--- src/rtl/core/mfw_pkg.sv ---
// Shared types, constants and helpers of the median filter window unit.
package mfw_pkg;

   localparam int PIXEL_BITS = 8;
   localparam int ROW_BITS = 12;
   localparam int COL_BITS = 12;
   localparam int BANK_BITS = 3;
   localparam int WIDTH_BITS = 13;
   localparam int CSR_INDEX_BITS = 2;
   localparam int CSR_DATA_BITS = 12;
   localparam int FRAME_WIDTH_BITS = 11;
   localparam int FRAME_HEIGHT_BITS = 12;
   localparam int FRAME_WIDTH_RESET = 640;
   localparam int FRAME_HEIGHT_RESET = 480;

   localparam logic [CSR_INDEX_BITS-1:0] CSR_FRAME_WIDTH = 2'd0;
   localparam logic [CSR_INDEX_BITS-1:0] CSR_FRAME_HEIGHT = 2'd1;

   typedef enum logic {
      OP_PIXEL = 1'b0,
      OP_DRAIN = 1'b1
   } opcode_type;

   typedef struct packed {
      opcode_type            opcode;
      logic [PIXEL_BITS-1:0] pixel_in;
   } req_type;

   typedef struct packed {
      logic [PIXEL_BITS-1:0] pixel_out;
      logic                  frame_last;
   } rsp_type;

   typedef struct packed {
      logic [WIDTH_BITS-1:0] eff_width;
      logic [ROW_BITS-1:0]   eff_height;
   } frame_type;

   typedef struct packed {
      logic                  wr_en;
      logic [BANK_BITS-1:0]  wr_bank;
      logic [COL_BITS-1:0]   wr_col;
      logic [PIXEL_BITS-1:0] pixel;
      logic                  emit;
      logic [ROW_BITS-1:0]   out_row;
      logic [COL_BITS-1:0]   out_col;
      logic [BANK_BITS-1:0]  out_bank;
      logic                  last;
   } entry_type;

   function automatic int mirror_index(input int i, input int n);
      int k;
      k = i;
      if (k < 0) k = -1 - k;
      if (k >= n) k = 2 * n - 1 - k;
      if (k < 0) k = 0;
      if (k >= n) k = n - 1;
      return k;
   endfunction

endpackage

--- src/rtl/core/mfw_queue.sv ---
// Short queue of line buffer writes and output jobs between front and back end.
module mfw_queue #(
   parameter int DEPTH = 4
) (
   input  logic               clock,
   input  logic               reset,
   input  logic               push,
   input  mfw_pkg::entry_type push_entry,
   output logic               full,
   input  logic               pop,
   output logic               head_valid,
   output mfw_pkg::entry_type head_entry
);

   localparam int PW = (DEPTH > 1) ? $clog2(DEPTH) : 1;
   localparam int NW = $clog2(DEPTH + 1);

   mfw_pkg::entry_type entry_ff [DEPTH];
   logic [PW-1:0] wr_ptr_ff, wr_ptr_in, rd_ptr_ff, rd_ptr_in;
   logic [NW-1:0] count_ff, count_in;

   assign full = count_ff == NW'(DEPTH);
   assign head_valid = count_ff != '0;
   assign head_entry = entry_ff[rd_ptr_ff];

   always_comb begin
      wr_ptr_in = wr_ptr_ff;
      rd_ptr_in = rd_ptr_ff;
      count_in = count_ff;
      if (push) wr_ptr_in = (wr_ptr_ff == PW'(DEPTH - 1)) ? '0 : wr_ptr_ff + PW'(1);
      if (pop) rd_ptr_in = (rd_ptr_ff == PW'(DEPTH - 1)) ? '0 : rd_ptr_ff + PW'(1);
      if (push && !pop) count_in = count_ff + NW'(1);
      else if (pop && !push) count_in = count_ff - NW'(1);
   end

   always_ff @(posedge clock) begin
      if (reset) begin
         wr_ptr_ff <= '0;
         rd_ptr_ff <= '0;
         count_ff <= '0;
      end else begin
         wr_ptr_ff <= wr_ptr_in;
         rd_ptr_ff <= rd_ptr_in;
         count_ff <= count_in;
      end
   end

   always_ff @(posedge clock) begin
      if (push) entry_ff[wr_ptr_ff] <= push_entry;
   end

endmodule

--- config.mk ---
export PLATFORM = sky130hd
export DESIGN_NAME = mfw_queue
export DESIGN_NICKNAME = d
export VERILOG_FILES = /design/src/rtl/core/mfw_pkg.sv /design/src/rtl/core/mfw_queue.sv
export SDC_FILE = /design/constraint.sdc
export NUM_CORES = 1
export LEC_CHECK = 0
export ABC_AREA = 1
export CELL_PAD_IN_SITES_DETAIL_PLACEMENT = 1
export CELL_PAD_IN_SITES_GLOBAL_PLACEMENT = 1
export CORE_MARGIN = 2
export CORE_UTILIZATION = 40
export DETAILED_ROUTE_END_ITERATION = 10
export DONT_BUFFER_PORTS = 1
export HOLD_SLACK_MARGIN = 0.03
export PLACE_DENSITY_LB_ADDON = 0.1
export SLEW_MARGIN = 30
export SYNTH_ARGS = -nofsm -noshare
export SYNTH_HDL_FRONTEND = slang
export SYNTH_SLANG_ARGS = --single-unit
--- constraint.sdc ---
create_clock -name clock -period 3.1 [get_ports clock]
set_input_delay 0.465 -clock clock [delete_from_list [all_inputs] [get_ports clock]]
set_output_delay 0.465 -clock clock [all_outputs]
set_load 0.02 [all_outputs]
==> flow_summary.yaml <==
run_status:
  outcome: "finished clean"
global_route:
  first_global_vias: 4947
  grt.overflow.total: 0
  gr-usage-all-layers: 0.165
  largest_net_degree_at_the_start_of_global_routing: 107
  grt_first_pass_wirelength_mm: 28.2
  antenna_violations_before_repair: 0
detailed_routing:
  detail_route.drc_violations: 0
  post_drt_wl_per_cell_um: 21.7
  number_of_search_and_repair_iterations_in_the_first_detailed_routing_pass: 4
  routed_wirelength_mm: 19.2
  avgViaCountPerCell: 5.35
  detail-route-antenna-nets: 0
  detailedRoute.firstIterationViolations: 257
  vias: 4720
sta:
  fin_setup_tns_ns: 0
  clock_skew_ns: 0.00840
  fmax_mhz: 371
  grt_setup_unrepaired: "no"
  final_setup_violation_count: 0
  timing.final.crit_period_ns: 2.69
  post-route-period-util: 0.868
  number_of_max_slew_violations_in_the_final_report: 0
  worstMarginPinSlew_ns: 0.749
  relSlewSlack: 0.501
  hold_viol: 0
logic_synthesis:
  syn-instance-count: 573
  synth-seq-cells: 221
  synth_top_flop_cell: "sky130_fd_sc_hd__edfxtp_1"
  synth-edff-count: 212
  ys_async_sr_fraction: 0
  synthesized_area_divided_by_synthesized_cell_count_um2: 14.8
  synth.net_count: 637
  synthesis.yosys.warnings: 0
  yosysSeqAreaShare: 0.771
  distinct_cells_synth: 24
  synth.top_cell.area_share: 0.749
  synth_largest_area_cell: "sky130_fd_sc_hd__edfxtp_1"
  post_synth_main_area_contributors: "sky130_fd_sc_hd__edfxtp_1 (75%), sky130_fd_sc_hd__o21ai_0 (5.8%), sky130_fd_sc_hd__nor2_1 (4.2%)"
  netlist_area_um2: 8500
pwr:
  pwr_density_cell_nw_per_um2: 692
  static-leakage-power_uw: 0.00317
  power.ir.vdd_worst_v: 0.000452
final_layout:
  fin_nets: 657
  layout.cells.most_common: "sky130_fd_sc_hd__edfxtp_1"
  final_layout_size_suffix_gt1_frac: 0.142
  antenna_cells_inserted: 0
  mostFrequentLayoutCells: "sky130_fd_sc_hd__edfxtp_1 (212), sky130_fd_sc_hd__o21ai_0 (99), sky130_fd_sc_hd__nor2_1 (95)"
  design_area_um2: 9650
  syn_to_final_growth_pct: 13.6
  fillerInstances: 2096
floorplanning:
  die_area_um2: 22400
  start_util: 0.405
  die_w_um: 150
  fp.coreArea_um2: 21000
  placementRows: 53
  die_h_um: 150
  top_level_ports: 112
placement:
  place.gp.congestion: 0.746
  dp_hpwl_mm: 10.6
  portBuffers: 0
  placed_area_um2: 8770
flow_run:
  timing.max_cap.violations: 0
worst_hold_path:
  min_path_cells: 0
  class_of_the_worst_hold_path: "input port to flop"
worst_setup_path:
  cp_data_arrival_time_ns: 2.23
  cp_max_fo: 91
  category_of_the_worst_setup_path_capture_point: "output pin"
  setup.reg_to_reg.worst_slack_ns: 1.31
  kind_of_launch_point_of_the_worst_setup_path: "flop"
  register_to_register_path_depth: 4
  path_class: "flop to output pin"
  critical_path_required_ns: 2.63
clock_network:
  clk_root_buffer_cell: "sky130_fd_sc_hd__clkbuf_16"
  cts_buffer_depth: 3
  worst_skew_pair.late_latency_ns: 0.50
  clkSlewWorstSetupHoldPaths_ns: 0.06
  cts-htree-levels: 1
  tritoncts_clock_tree: "done"
  cts_made_buffers: 24
  sinks_on_the_clock_net: 221
==> cell type report <==
cell class | instances | area [um2] | share of cell area
well taps | 275 | 344 | 0.0357
repair buffers | 28 | 315 | 0.0327
clock buffers | 27 | 633 | 0.0656
multi-input cells | 302 | 1660 | 0.172
flip-flops and latches | 221 | 6550 | 0.679
clock inverters | 13 | 76.3 | 0.00791
inverters | 16 | 65.1 | 0.00674
==> per-stage QoR <==
stage	util	power, uW	worst slack [ns]	std cells	hold slack [ns]
final	0.460	6680	0.408	882	0.0532
after detailed placement	0.418	4150	0.935	825	0.525
after global placement	0.418	4130	1.00	825	0.514
after CTS	0.453	6750	0.412	866	0.0307
after global routing	0.460	6920	0.228	882	0.0313
after floorplan	-	3990	1.07	573	0.490
==> cell usage after synthesis, types with 3 or more instances <==
cell type,n
sky130_fd_sc_hd__clkbuf_1,3
sky130_fd_sc_hd__nand2_1,9
sky130_fd_sc_hd__buf_2,18
sky130_fd_sc_hd__clkbuf_2,6
sky130_fd_sc_hd__edfxtp_1,212
sky130_fd_sc_hd__nor2_1,95
sky130_fd_sc_hd__o22ai_1,33
sky130_fd_sc_hd__a21oi_1,3
sky130_fd_sc_hd__inv_1,14
sky130_fd_sc_hd__o22ai_2,20
sky130_fd_sc_hd__o21ai_1,10
sky130_fd_sc_hd__nor3_1,3
sky130_fd_sc_hd__o21ai_0,99
sky130_fd_sc_hd__buf_8,3
sky130_fd_sc_hd__nor2_2,20
sky130_fd_sc_hd__buf_6,4
sky130_fd_sc_hd__ha_1,6
sky130_fd_sc_hd__dfxtp_1,9
==> layer usage <==
layer	share of wire	GRT usage
met5	0	0
met4	0.017	0.0458
met3	0.068	0.0561
met2	0.50	0.287
met1	0.42	0.196
==> critical path, cell delays in order (launching register included) <==
cell,delay [ns]
sky130_fd_sc_hd__dfxtp_4,0.36
sky130_fd_sc_hd__inv_6,0.51
sky130_fd_sc_hd__buf_4,0.37
sky130_fd_sc_hd__o21ai_0,0.15
sky130_fd_sc_hd__o22ai_2,0.27
==> path summary, 6_finish.rpt <==
check / startpoint / endpoint
worst max-delay path: flop / head_entry[23]
worst min-delay path: push_entry[15] / entry_ff[1][15]$_DFFE_PP_
worst max register to register: wr_ptr_ff[0]$_SDFFE_PP0P_ / entry_ff[3][9]$_DFFE_PP_
worst min register to register: wr_ptr_ff[1]$_SDFFE_PP0P_ / wr_ptr_ff[1]$_SDFFE_PP0P_
==> kinds of logic (layout without fill, tap and decap cells) <==
group,count (synthesis),count (layout),share of synthesized area
AO/OA/AOI/OAI,165,165,0.120
XOR/XNOR,1,1,0.00103
adder cells (fa/ha/maj),7,7,0.0112
buffers and inverters,50,84,0.0337
flip-flops,221,221,0.771
AND/OR/NAND/NOR,129,129,0.0638
==> sequential cells by signal (all words and copies together) (netlist names), named ones only <==
signal / flops
count_ff: 3
wr_ptr_ff: 2
entry_ff: 212
rd_ptr_ff: 2
==> where the power goes <==
part	internal (uW)	switching (uW)	leakage (uW)
sequential	3410	36.5	0.00202
combinational	158	487	0.000801
clock	1520	1060	0.000346
total	5090	1580	0.00317
==> what timing repair did <==
| item | CTS | global route |
|---|---|---|
| hold buffers | 1 | 16 |
| hold endpoints to repair | 4 | 45 |
| setup buffers | 0 | 0 |
| resized for setup | 0 | 0 |
No activity file was read; power rests on OpenSTA's default activity.
