[config.mk]
export PLATFORM = sky130hd
export DESIGN_NAME = mfw_front
export DESIGN_NICKNAME = d
export VERILOG_FILES = /design/src/rtl/core/mfw_pkg.sv /design/src/rtl/core/mfw_front.sv
export SDC_FILE = /design/constraint.sdc
export NUM_CORES = 1
export LEC_CHECK = 0
export BUFFER_PORTS_ARGS = -buffer_cell sky130_fd_sc_hd__buf_2
export CAP_MARGIN = 30
export CORE_ASPECT_RATIO = 1.1
export CORE_UTILIZATION = 56
export CTS_CLUSTER_DIAMETER = 120
export DETAILED_ROUTE_END_ITERATION = 10
export GPL_ROUTABILITY_DRIVEN = 0
export PLACE_DENSITY = 0.81
export SLEW_MARGIN = 40
export SYNTH_ARGS = -nofsm -noshare
export SYNTH_HDL_FRONTEND = slang
export SYNTH_SLANG_ARGS = --single-unit
[constraint.sdc]
create_clock -name clock -period 5 [get_ports clock]
set_clock_uncertainty 0.2 [all_clocks]
set_input_delay 1 -clock clock [delete_from_list [all_inputs] [get_ports clock]]
set_output_delay 1 -clock clock [all_outputs]
set_load 0.03 [all_outputs]
[src/rtl/core/mfw_pkg.sv]
// Shared types, constants and helpers of the median filter window unit.
package mfw_pkg;

   localparam int PIXEL_BITS = 8;
   localparam int ROW_BITS = 12;
   localparam int COL_BITS = 12;
   localparam int BANK_BITS = 3;
   localparam int WIDTH_BITS = 13;
   localparam int CSR_INDEX_BITS = 2;
   localparam int CSR_DATA_BITS = 12;
   localparam int FRAME_WIDTH_BITS = 11;
   localparam int FRAME_HEIGHT_BITS = 12;
   localparam int FRAME_WIDTH_RESET = 640;
   localparam int FRAME_HEIGHT_RESET = 480;

   localparam logic [CSR_INDEX_BITS-1:0] CSR_FRAME_WIDTH = 2'd0;
   localparam logic [CSR_INDEX_BITS-1:0] CSR_FRAME_HEIGHT = 2'd1;

   typedef enum logic {
      OP_PIXEL = 1'b0,
      OP_DRAIN = 1'b1
   } opcode_type;

   typedef struct packed {
      opcode_type            opcode;
      logic [PIXEL_BITS-1:0] pixel_in;
   } req_type;

   typedef struct packed {
      logic [PIXEL_BITS-1:0] pixel_out;
      logic                  frame_last;
   } rsp_type;

   typedef struct packed {
      logic [WIDTH_BITS-1:0] eff_width;
      logic [ROW_BITS-1:0]   eff_height;
   } frame_type;

   typedef struct packed {
      logic                  wr_en;
      logic [BANK_BITS-1:0]  wr_bank;
      logic [COL_BITS-1:0]   wr_col;
      logic [PIXEL_BITS-1:0] pixel;
      logic                  emit;
      logic [ROW_BITS-1:0]   out_row;
      logic [COL_BITS-1:0]   out_col;
      logic [BANK_BITS-1:0]  out_bank;
      logic                  last;
   } entry_type;

   function automatic int mirror_index(input int i, input int n);
      int k;
      k = i;
      if (k < 0) k = -1 - k;
      if (k >= n) k = 2 * n - 1 - k;
      if (k < 0) k = 0;
      if (k >= n) k = n - 1;
      return k;
   endfunction

endpackage

[src/rtl/core/mfw_front.sv]
// Front end: accepts requests, tracks frame positions and queues writes and outputs.
module mfw_front #(
   parameter int MAX_WIDTH = 1024,
   parameter int WINDOW = 5
) (
   input  logic                                   clock,
   input  logic                                   reset,
   input  logic                                   req_valid,
   output logic                                   req_stall,
   input  mfw_pkg::req_type                       req_data,
   input  logic                                   csr_valid,
   output logic                                   csr_ready,
   input  logic [mfw_pkg::CSR_INDEX_BITS-1:0]     csr_index,
   input  logic [mfw_pkg::CSR_DATA_BITS-1:0]      csr_data,
   output mfw_pkg::frame_type                     frame,
   output logic                                   push,
   output mfw_pkg::entry_type                     push_entry,
   input  logic                                   q_full
);

   localparam int HALF = WINDOW / 2;
   localparam int ROWS = WINDOW + 1;
   localparam int CW = $clog2(MAX_WIDTH);
   localparam int BW = $clog2(ROWS);
   localparam int WB = mfw_pkg::WIDTH_BITS;
   localparam int RB = mfw_pkg::ROW_BITS;

   logic [mfw_pkg::FRAME_WIDTH_BITS-1:0]  fw_ff, fw_in;
   logic [mfw_pkg::FRAME_HEIGHT_BITS-1:0] fh_ff, fh_in;
   logic [CW-1:0] in_col_ff, in_col_in, out_col_ff, out_col_in;
   logic [RB-1:0] in_row_ff, in_row_in, out_row_ff, out_row_in;
   logic [BW-1:0] in_bank_ff, in_bank_in, out_bank_ff, out_bank_in;
   logic [WB-1:0] eff_w;
   logic [RB-1:0] eff_h;
   logic accept, is_pixel, complete, due, do_write, do_emit, last;

   assign csr_ready = 1'b1;
   assign req_stall = q_full;

   always_comb begin
      if (WB'(fw_ff) < WB'(3)) eff_w = WB'(3);
      else if (WB'(fw_ff) > WB'(MAX_WIDTH)) eff_w = WB'(MAX_WIDTH);
      else eff_w = WB'(fw_ff);
      eff_h = (fh_ff < RB'(3)) ? RB'(3) : fh_ff;
   end

   assign frame.eff_width = eff_w;
   assign frame.eff_height = eff_h;

   assign accept = req_valid && !q_full;
   assign is_pixel = req_data.opcode == mfw_pkg::OP_PIXEL;
   assign complete = in_row_ff >= eff_h;
   assign due = (in_row_ff > RB'(HALF)) || (in_row_ff == RB'(HALF) && in_col_ff >= CW'(HALF));
   assign do_write = accept && is_pixel && !complete;
   assign do_emit = accept && (is_pixel ? (!complete && due) : complete);
   assign last = (out_row_ff == eff_h - RB'(1)) && (WB'(out_col_ff) == eff_w - WB'(1));
   assign push = do_write || do_emit;

   always_comb begin
      push_entry = '0;
      push_entry.wr_en = do_write;
      push_entry.wr_bank = mfw_pkg::BANK_BITS'(in_bank_ff);
      push_entry.wr_col = mfw_pkg::COL_BITS'(in_col_ff);
      push_entry.pixel = req_data.pixel_in;
      push_entry.emit = do_emit;
      push_entry.out_row = out_row_ff;
      push_entry.out_col = mfw_pkg::COL_BITS'(out_col_ff);
      push_entry.out_bank = mfw_pkg::BANK_BITS'(out_bank_ff);
      push_entry.last = last;
   end

   always_comb begin
      fw_in = fw_ff;
      fh_in = fh_ff;
      in_col_in = in_col_ff;
      in_row_in = in_row_ff;
      in_bank_in = in_bank_ff;
      out_col_in = out_col_ff;
      out_row_in = out_row_ff;
      out_bank_in = out_bank_ff;
      if (csr_valid && (csr_index == mfw_pkg::CSR_FRAME_WIDTH ||
                        csr_index == mfw_pkg::CSR_FRAME_HEIGHT)) begin
         if (csr_index == mfw_pkg::CSR_FRAME_WIDTH) begin
            fw_in = csr_data[mfw_pkg::FRAME_WIDTH_BITS-1:0];
         end else begin
            fh_in = csr_data[mfw_pkg::FRAME_HEIGHT_BITS-1:0];
         end
         in_col_in = '0;
         in_row_in = '0;
         in_bank_in = '0;
         out_col_in = '0;
         out_row_in = '0;
         out_bank_in = '0;
      end else begin
         if (do_write) begin
            if (WB'(in_col_ff) + WB'(1) >= eff_w) begin
               in_col_in = '0;
               in_row_in = in_row_ff + RB'(1);
               in_bank_in = (in_bank_ff == BW'(ROWS - 1)) ? '0 : in_bank_ff + BW'(1);
            end else begin
               in_col_in = in_col_ff + CW'(1);
            end
         end
         if (do_emit) begin
            if (last) begin
               in_col_in = '0;
               in_row_in = '0;
               in_bank_in = '0;
               out_col_in = '0;
               out_row_in = '0;
               out_bank_in = '0;
            end else if (WB'(out_col_ff) + WB'(1) >= eff_w) begin
               out_col_in = '0;
               out_row_in = out_row_ff + RB'(1);
               out_bank_in = (out_bank_ff == BW'(ROWS - 1)) ? '0 : out_bank_ff + BW'(1);
            end else begin
               out_col_in = out_col_ff + CW'(1);
            end
         end
      end
   end

   always_ff @(posedge clock) begin
      if (reset) begin
         fw_ff <= mfw_pkg::FRAME_WIDTH_BITS'(mfw_pkg::FRAME_WIDTH_RESET);
         fh_ff <= mfw_pkg::FRAME_HEIGHT_BITS'(mfw_pkg::FRAME_HEIGHT_RESET);
         in_col_ff <= '0;
         in_row_ff <= '0;
         in_bank_ff <= '0;
         out_col_ff <= '0;
         out_row_ff <= '0;
         out_bank_ff <= '0;
      end else begin
         fw_ff <= fw_in;
         fh_ff <= fh_in;
         in_col_ff <= in_col_in;
         in_row_ff <= in_row_in;
         in_bank_ff <= in_bank_in;
         out_col_ff <= out_col_in;
         out_row_ff <= out_row_in;
         out_bank_ff <= out_bank_in;
      end
   end

endmodule

==> flow_summary.yaml <==
final_layout:
  syn_to_final_growth_pct: 9.911
  drive_above_1_share_pct: 18.15
  n_antenna_cell: 0
  final_cell_count_no_fill: 897
  layout.nets: 843
grt:
  grt_pass1_vias: 5093
  track_usage_pct: 29.42
  grt_start_max_net_pins: 45
  grt_antenna_before_repair: 0
  grt_first_pass_wirelength_um: 24660
  grt_overflow: 0
clock_network:
  clockBufferDepth: 2
  insertion_delay_ns: 0.36
  cts-root-buf: "clkbuf_8"
  hold_buffers: 0
  cts_tree: "yes"
  htree_levels: 3
  numCtsBuffers: 9
  cts.clk_slew.worst_paths_ns: 0.08
  cts.sinks: 73
place:
  placed_cells: 880
  io_buffers: 85
  place.detailed.hpwl_um: 11570
power:
  clkPwrFrac_pct: 36.7
  power-per-cell-area_nw_per_um2: 202.1
  switching_share_pct: 29.90
  p_seq_share_pct: 48.2
  finalPower_w: 0.001253
  intPower_w: 0.0008786
  vdd_ir_drop_max_mv: 0.1575
  p_leak_nw: 2.792
  p_sw_w: 0.0003748
  comb_power_share_pct: 15.1
setup_path:
  critPathKind: "reg -> out"
  startpoint: "fh_ff[5]"
  r2r-start: "fh_ff[5]"
  worst_setup_path_start_kind: "flip-flop"
  path_max_fanout: 8
  end_kind: "output pin"
  crit_required_ns: 3.80
  cp.arrival_ns: 3.69
logic_synthesis:
  synth_cells: 730
  synth_seq_cells: 73
  ys_top_cells_by_area: "dfxtp_1 26%, ha_1 9.3%, nand2_1 6.0%"
  synth_area_um2: 5643
  synth_edf_count: 0
  synthArstFlopShare_pct: 0
  synth.avg_cell_area_um2: 7.730
  yosysMostFrequentCell: "nand2_1"
  synth_top_area_cell: "dfxtp_1"
  synth_top_area_share_pct: 25.90
  yosys_warnings: 0
  yosysUniqueCellTypes: 65
  synthTopCellsByCount: "90 x nand2_1, 73 x dfxtp_1, 61 x a21oi_1"
  synth-main-ff-cell: "dfxtp_1"
  synth.yosys.seq_area_share_pct: 25.90
timing:
  fin_crit_ns: 4.889
  post-route-period-util_pct: 97.77
  tightest_slew_ns: 0.7482
  max_freq_mhz: 204.6
  setup_viol: 0
  slew_headroom_pct: 50.12
  timing.final.hold_violations: 0
  drv_slew: 0
routing:
  routed_wl_um: 15290
  drt_iter0_markers: 493
  vias: 5683
  dr.pass1.iters: 8
  vias_per_cell: 6.336
  post_drt_wl_per_cell_um: 17.05
  drtAntennaViolNets: 0
  drc_errors: 4
outcome:
  status: "finished with violations"
  violations: "DRC"
floorplanning:
  dieArea_um2: 10480
  start_util_pct: 57.34
  ioPinCount: 109
  die-width_um: 97.71
  die_h_um: 107.3
  core_um2: 9842
  row_count: 38
min_path:
  hold_path.class: "reg -> reg"
  hold_start: "out_bank_ff[1]"
flow_run:
  cap_violations: 0
## flip-flops by register name, indices dropped and copies added, names as in the netlist
register,flops
fh_ff,12
fw_ff,11
in_bank_ff,3
in_col_ff,10
in_row_ff,12
out_bank_ff,3
out_col_ff,10
out_row_ff,12
## layer usage
metal,routed length [um],vias up,global-route usage (%)
li1,-,2713,-
met1,6285,2642,36.38
met2,7182,282,48.38
met3,1284,46,5.844
met4,542,0,15.80
met5,0,-,0
## cells by family (layout without fill, tap and decap cells)
logic type,after synthesis,in the layout,share of synthesized area (%)
compound gates,164,164,18.60
simple gates,290,290,28.62
buf+inv,106,148,8.869
flops,73,73,25.90
other cells,2,7,0.1331
mux,12,12,2.195
xor+xnor,41,41,6.364
fa+ha+maj,42,42,9.313
## cell usage in the layout, fill, tap and decap left out, types with 10 or more instances in the layout
| cell type | Yosys | layout |
|---|---|---|
| dfxtp_1 | 73 | 70 |
| buf_2 | 7 | 84 |
| ha_1 | 42 | 42 |
| a21o_1 | 13 | 13 |
| a21oi_1 | 61 | 60 |
| or4_1 | 22 | 22 |
| xnor2_1 | 20 | 20 |
| inv_1 | 36 | 35 |
| a31oi_1 | 15 | 15 |
| nand3_1 | 26 | 26 |
| and3_1 | 19 | 19 |
| nor2_1 | 39 | 39 |
| o31ai_1 | 10 | 10 |
| nand2_1 | 90 | 90 |
| o21ai_0 | 19 | 19 |
| xor2_1 | 21 | 21 |
| nand4_1 | 16 | 16 |
## worst max-delay path, stage by stage (launching register included)
cell	delay, ns
dfxtp_2	0.38
or4_4	0.57
nor4_4	0.32
nor2_1	0.15
ha_1	0.31
a211oi_1	0.26
o311ai_1	0.17
a221oi_2	0.41
mux2_2	0.43
inv_2	0.12
clkbuf_4	0.20
## worst paths after layout
| check | to | slack [ns] | cells after the start |
|---|---|---|---|
| worst max register to register | in_row_ff[11] | 0.61 | 12 |
| worst min-delay path | out_bank_ff[1] | 0.29 | 2 |
| worst max-delay path | push_entry[28] | 0.11 | 10 |
| worst min register to register | out_bank_ff[1] | 0.29 | 2 |
## power groups by stage
| stage | combinational (W) | clock [W] | sequential [W] |
|---|---|---|---|
| after floorplan | 0.000154 | 0 | 0.000611 |
| after global routing | 0.000204 | 0.000489 | 0.000606 |
| after detailed placement | 0.000181 | 0 | 0.000616 |
| after global placement | 0.000177 | 0 | 0.000615 |
| final | 0.000190 | 0.000460 | 0.000604 |
| after CTS | 0.000183 | 0.000470 | 0.000602 |
## through the flow
stage | util [%] | area, um2 | hold WS (ns) | setup WS [ns] | TNS, ns
after floorplan | - | 5662 | 0.2628 | 0.3821 | 0
after global placement | 60.35 | 5939 | 0.2605 | 0.4397 | 0
after detailed placement | 60.35 | 5939 | 0.2872 | 0.2800 | 0
after CTS | 62.40 | 6141 | 0.2971 | 0.04742 | 0
after global routing | 63.02 | 6202 | 0.3341 | -0.02608 | -0.02608
final | 63.02 | 6202 | 0.2896 | 0.1113 | 0
## area by class of cell
| type | instances | area (um2) |
|---|---|---|
| Clock inverter | 5 | 57.56 |
| Inverter | 39 | 146.4 |
| Clock buffer | 10 | 127.6 |
| Fill cell | 842 | 3640 |
| Multi-Input combinational cell | 556 | 3760 |
| Sequential cell | 73 | 1465 |
| Tap cell | 120 | 150.1 |
| Timing Repair Buffer | 94 | 495.5 |
## timing repair
item | 4_1_cts | 5_1_grt
pin swaps | 1 | 3
setup buffers | 0 | 2
setup endpoints to repair | 2 | 2
resized for setup | 3 | 10
No activity file was read; power rests on OpenSTA's default activity.
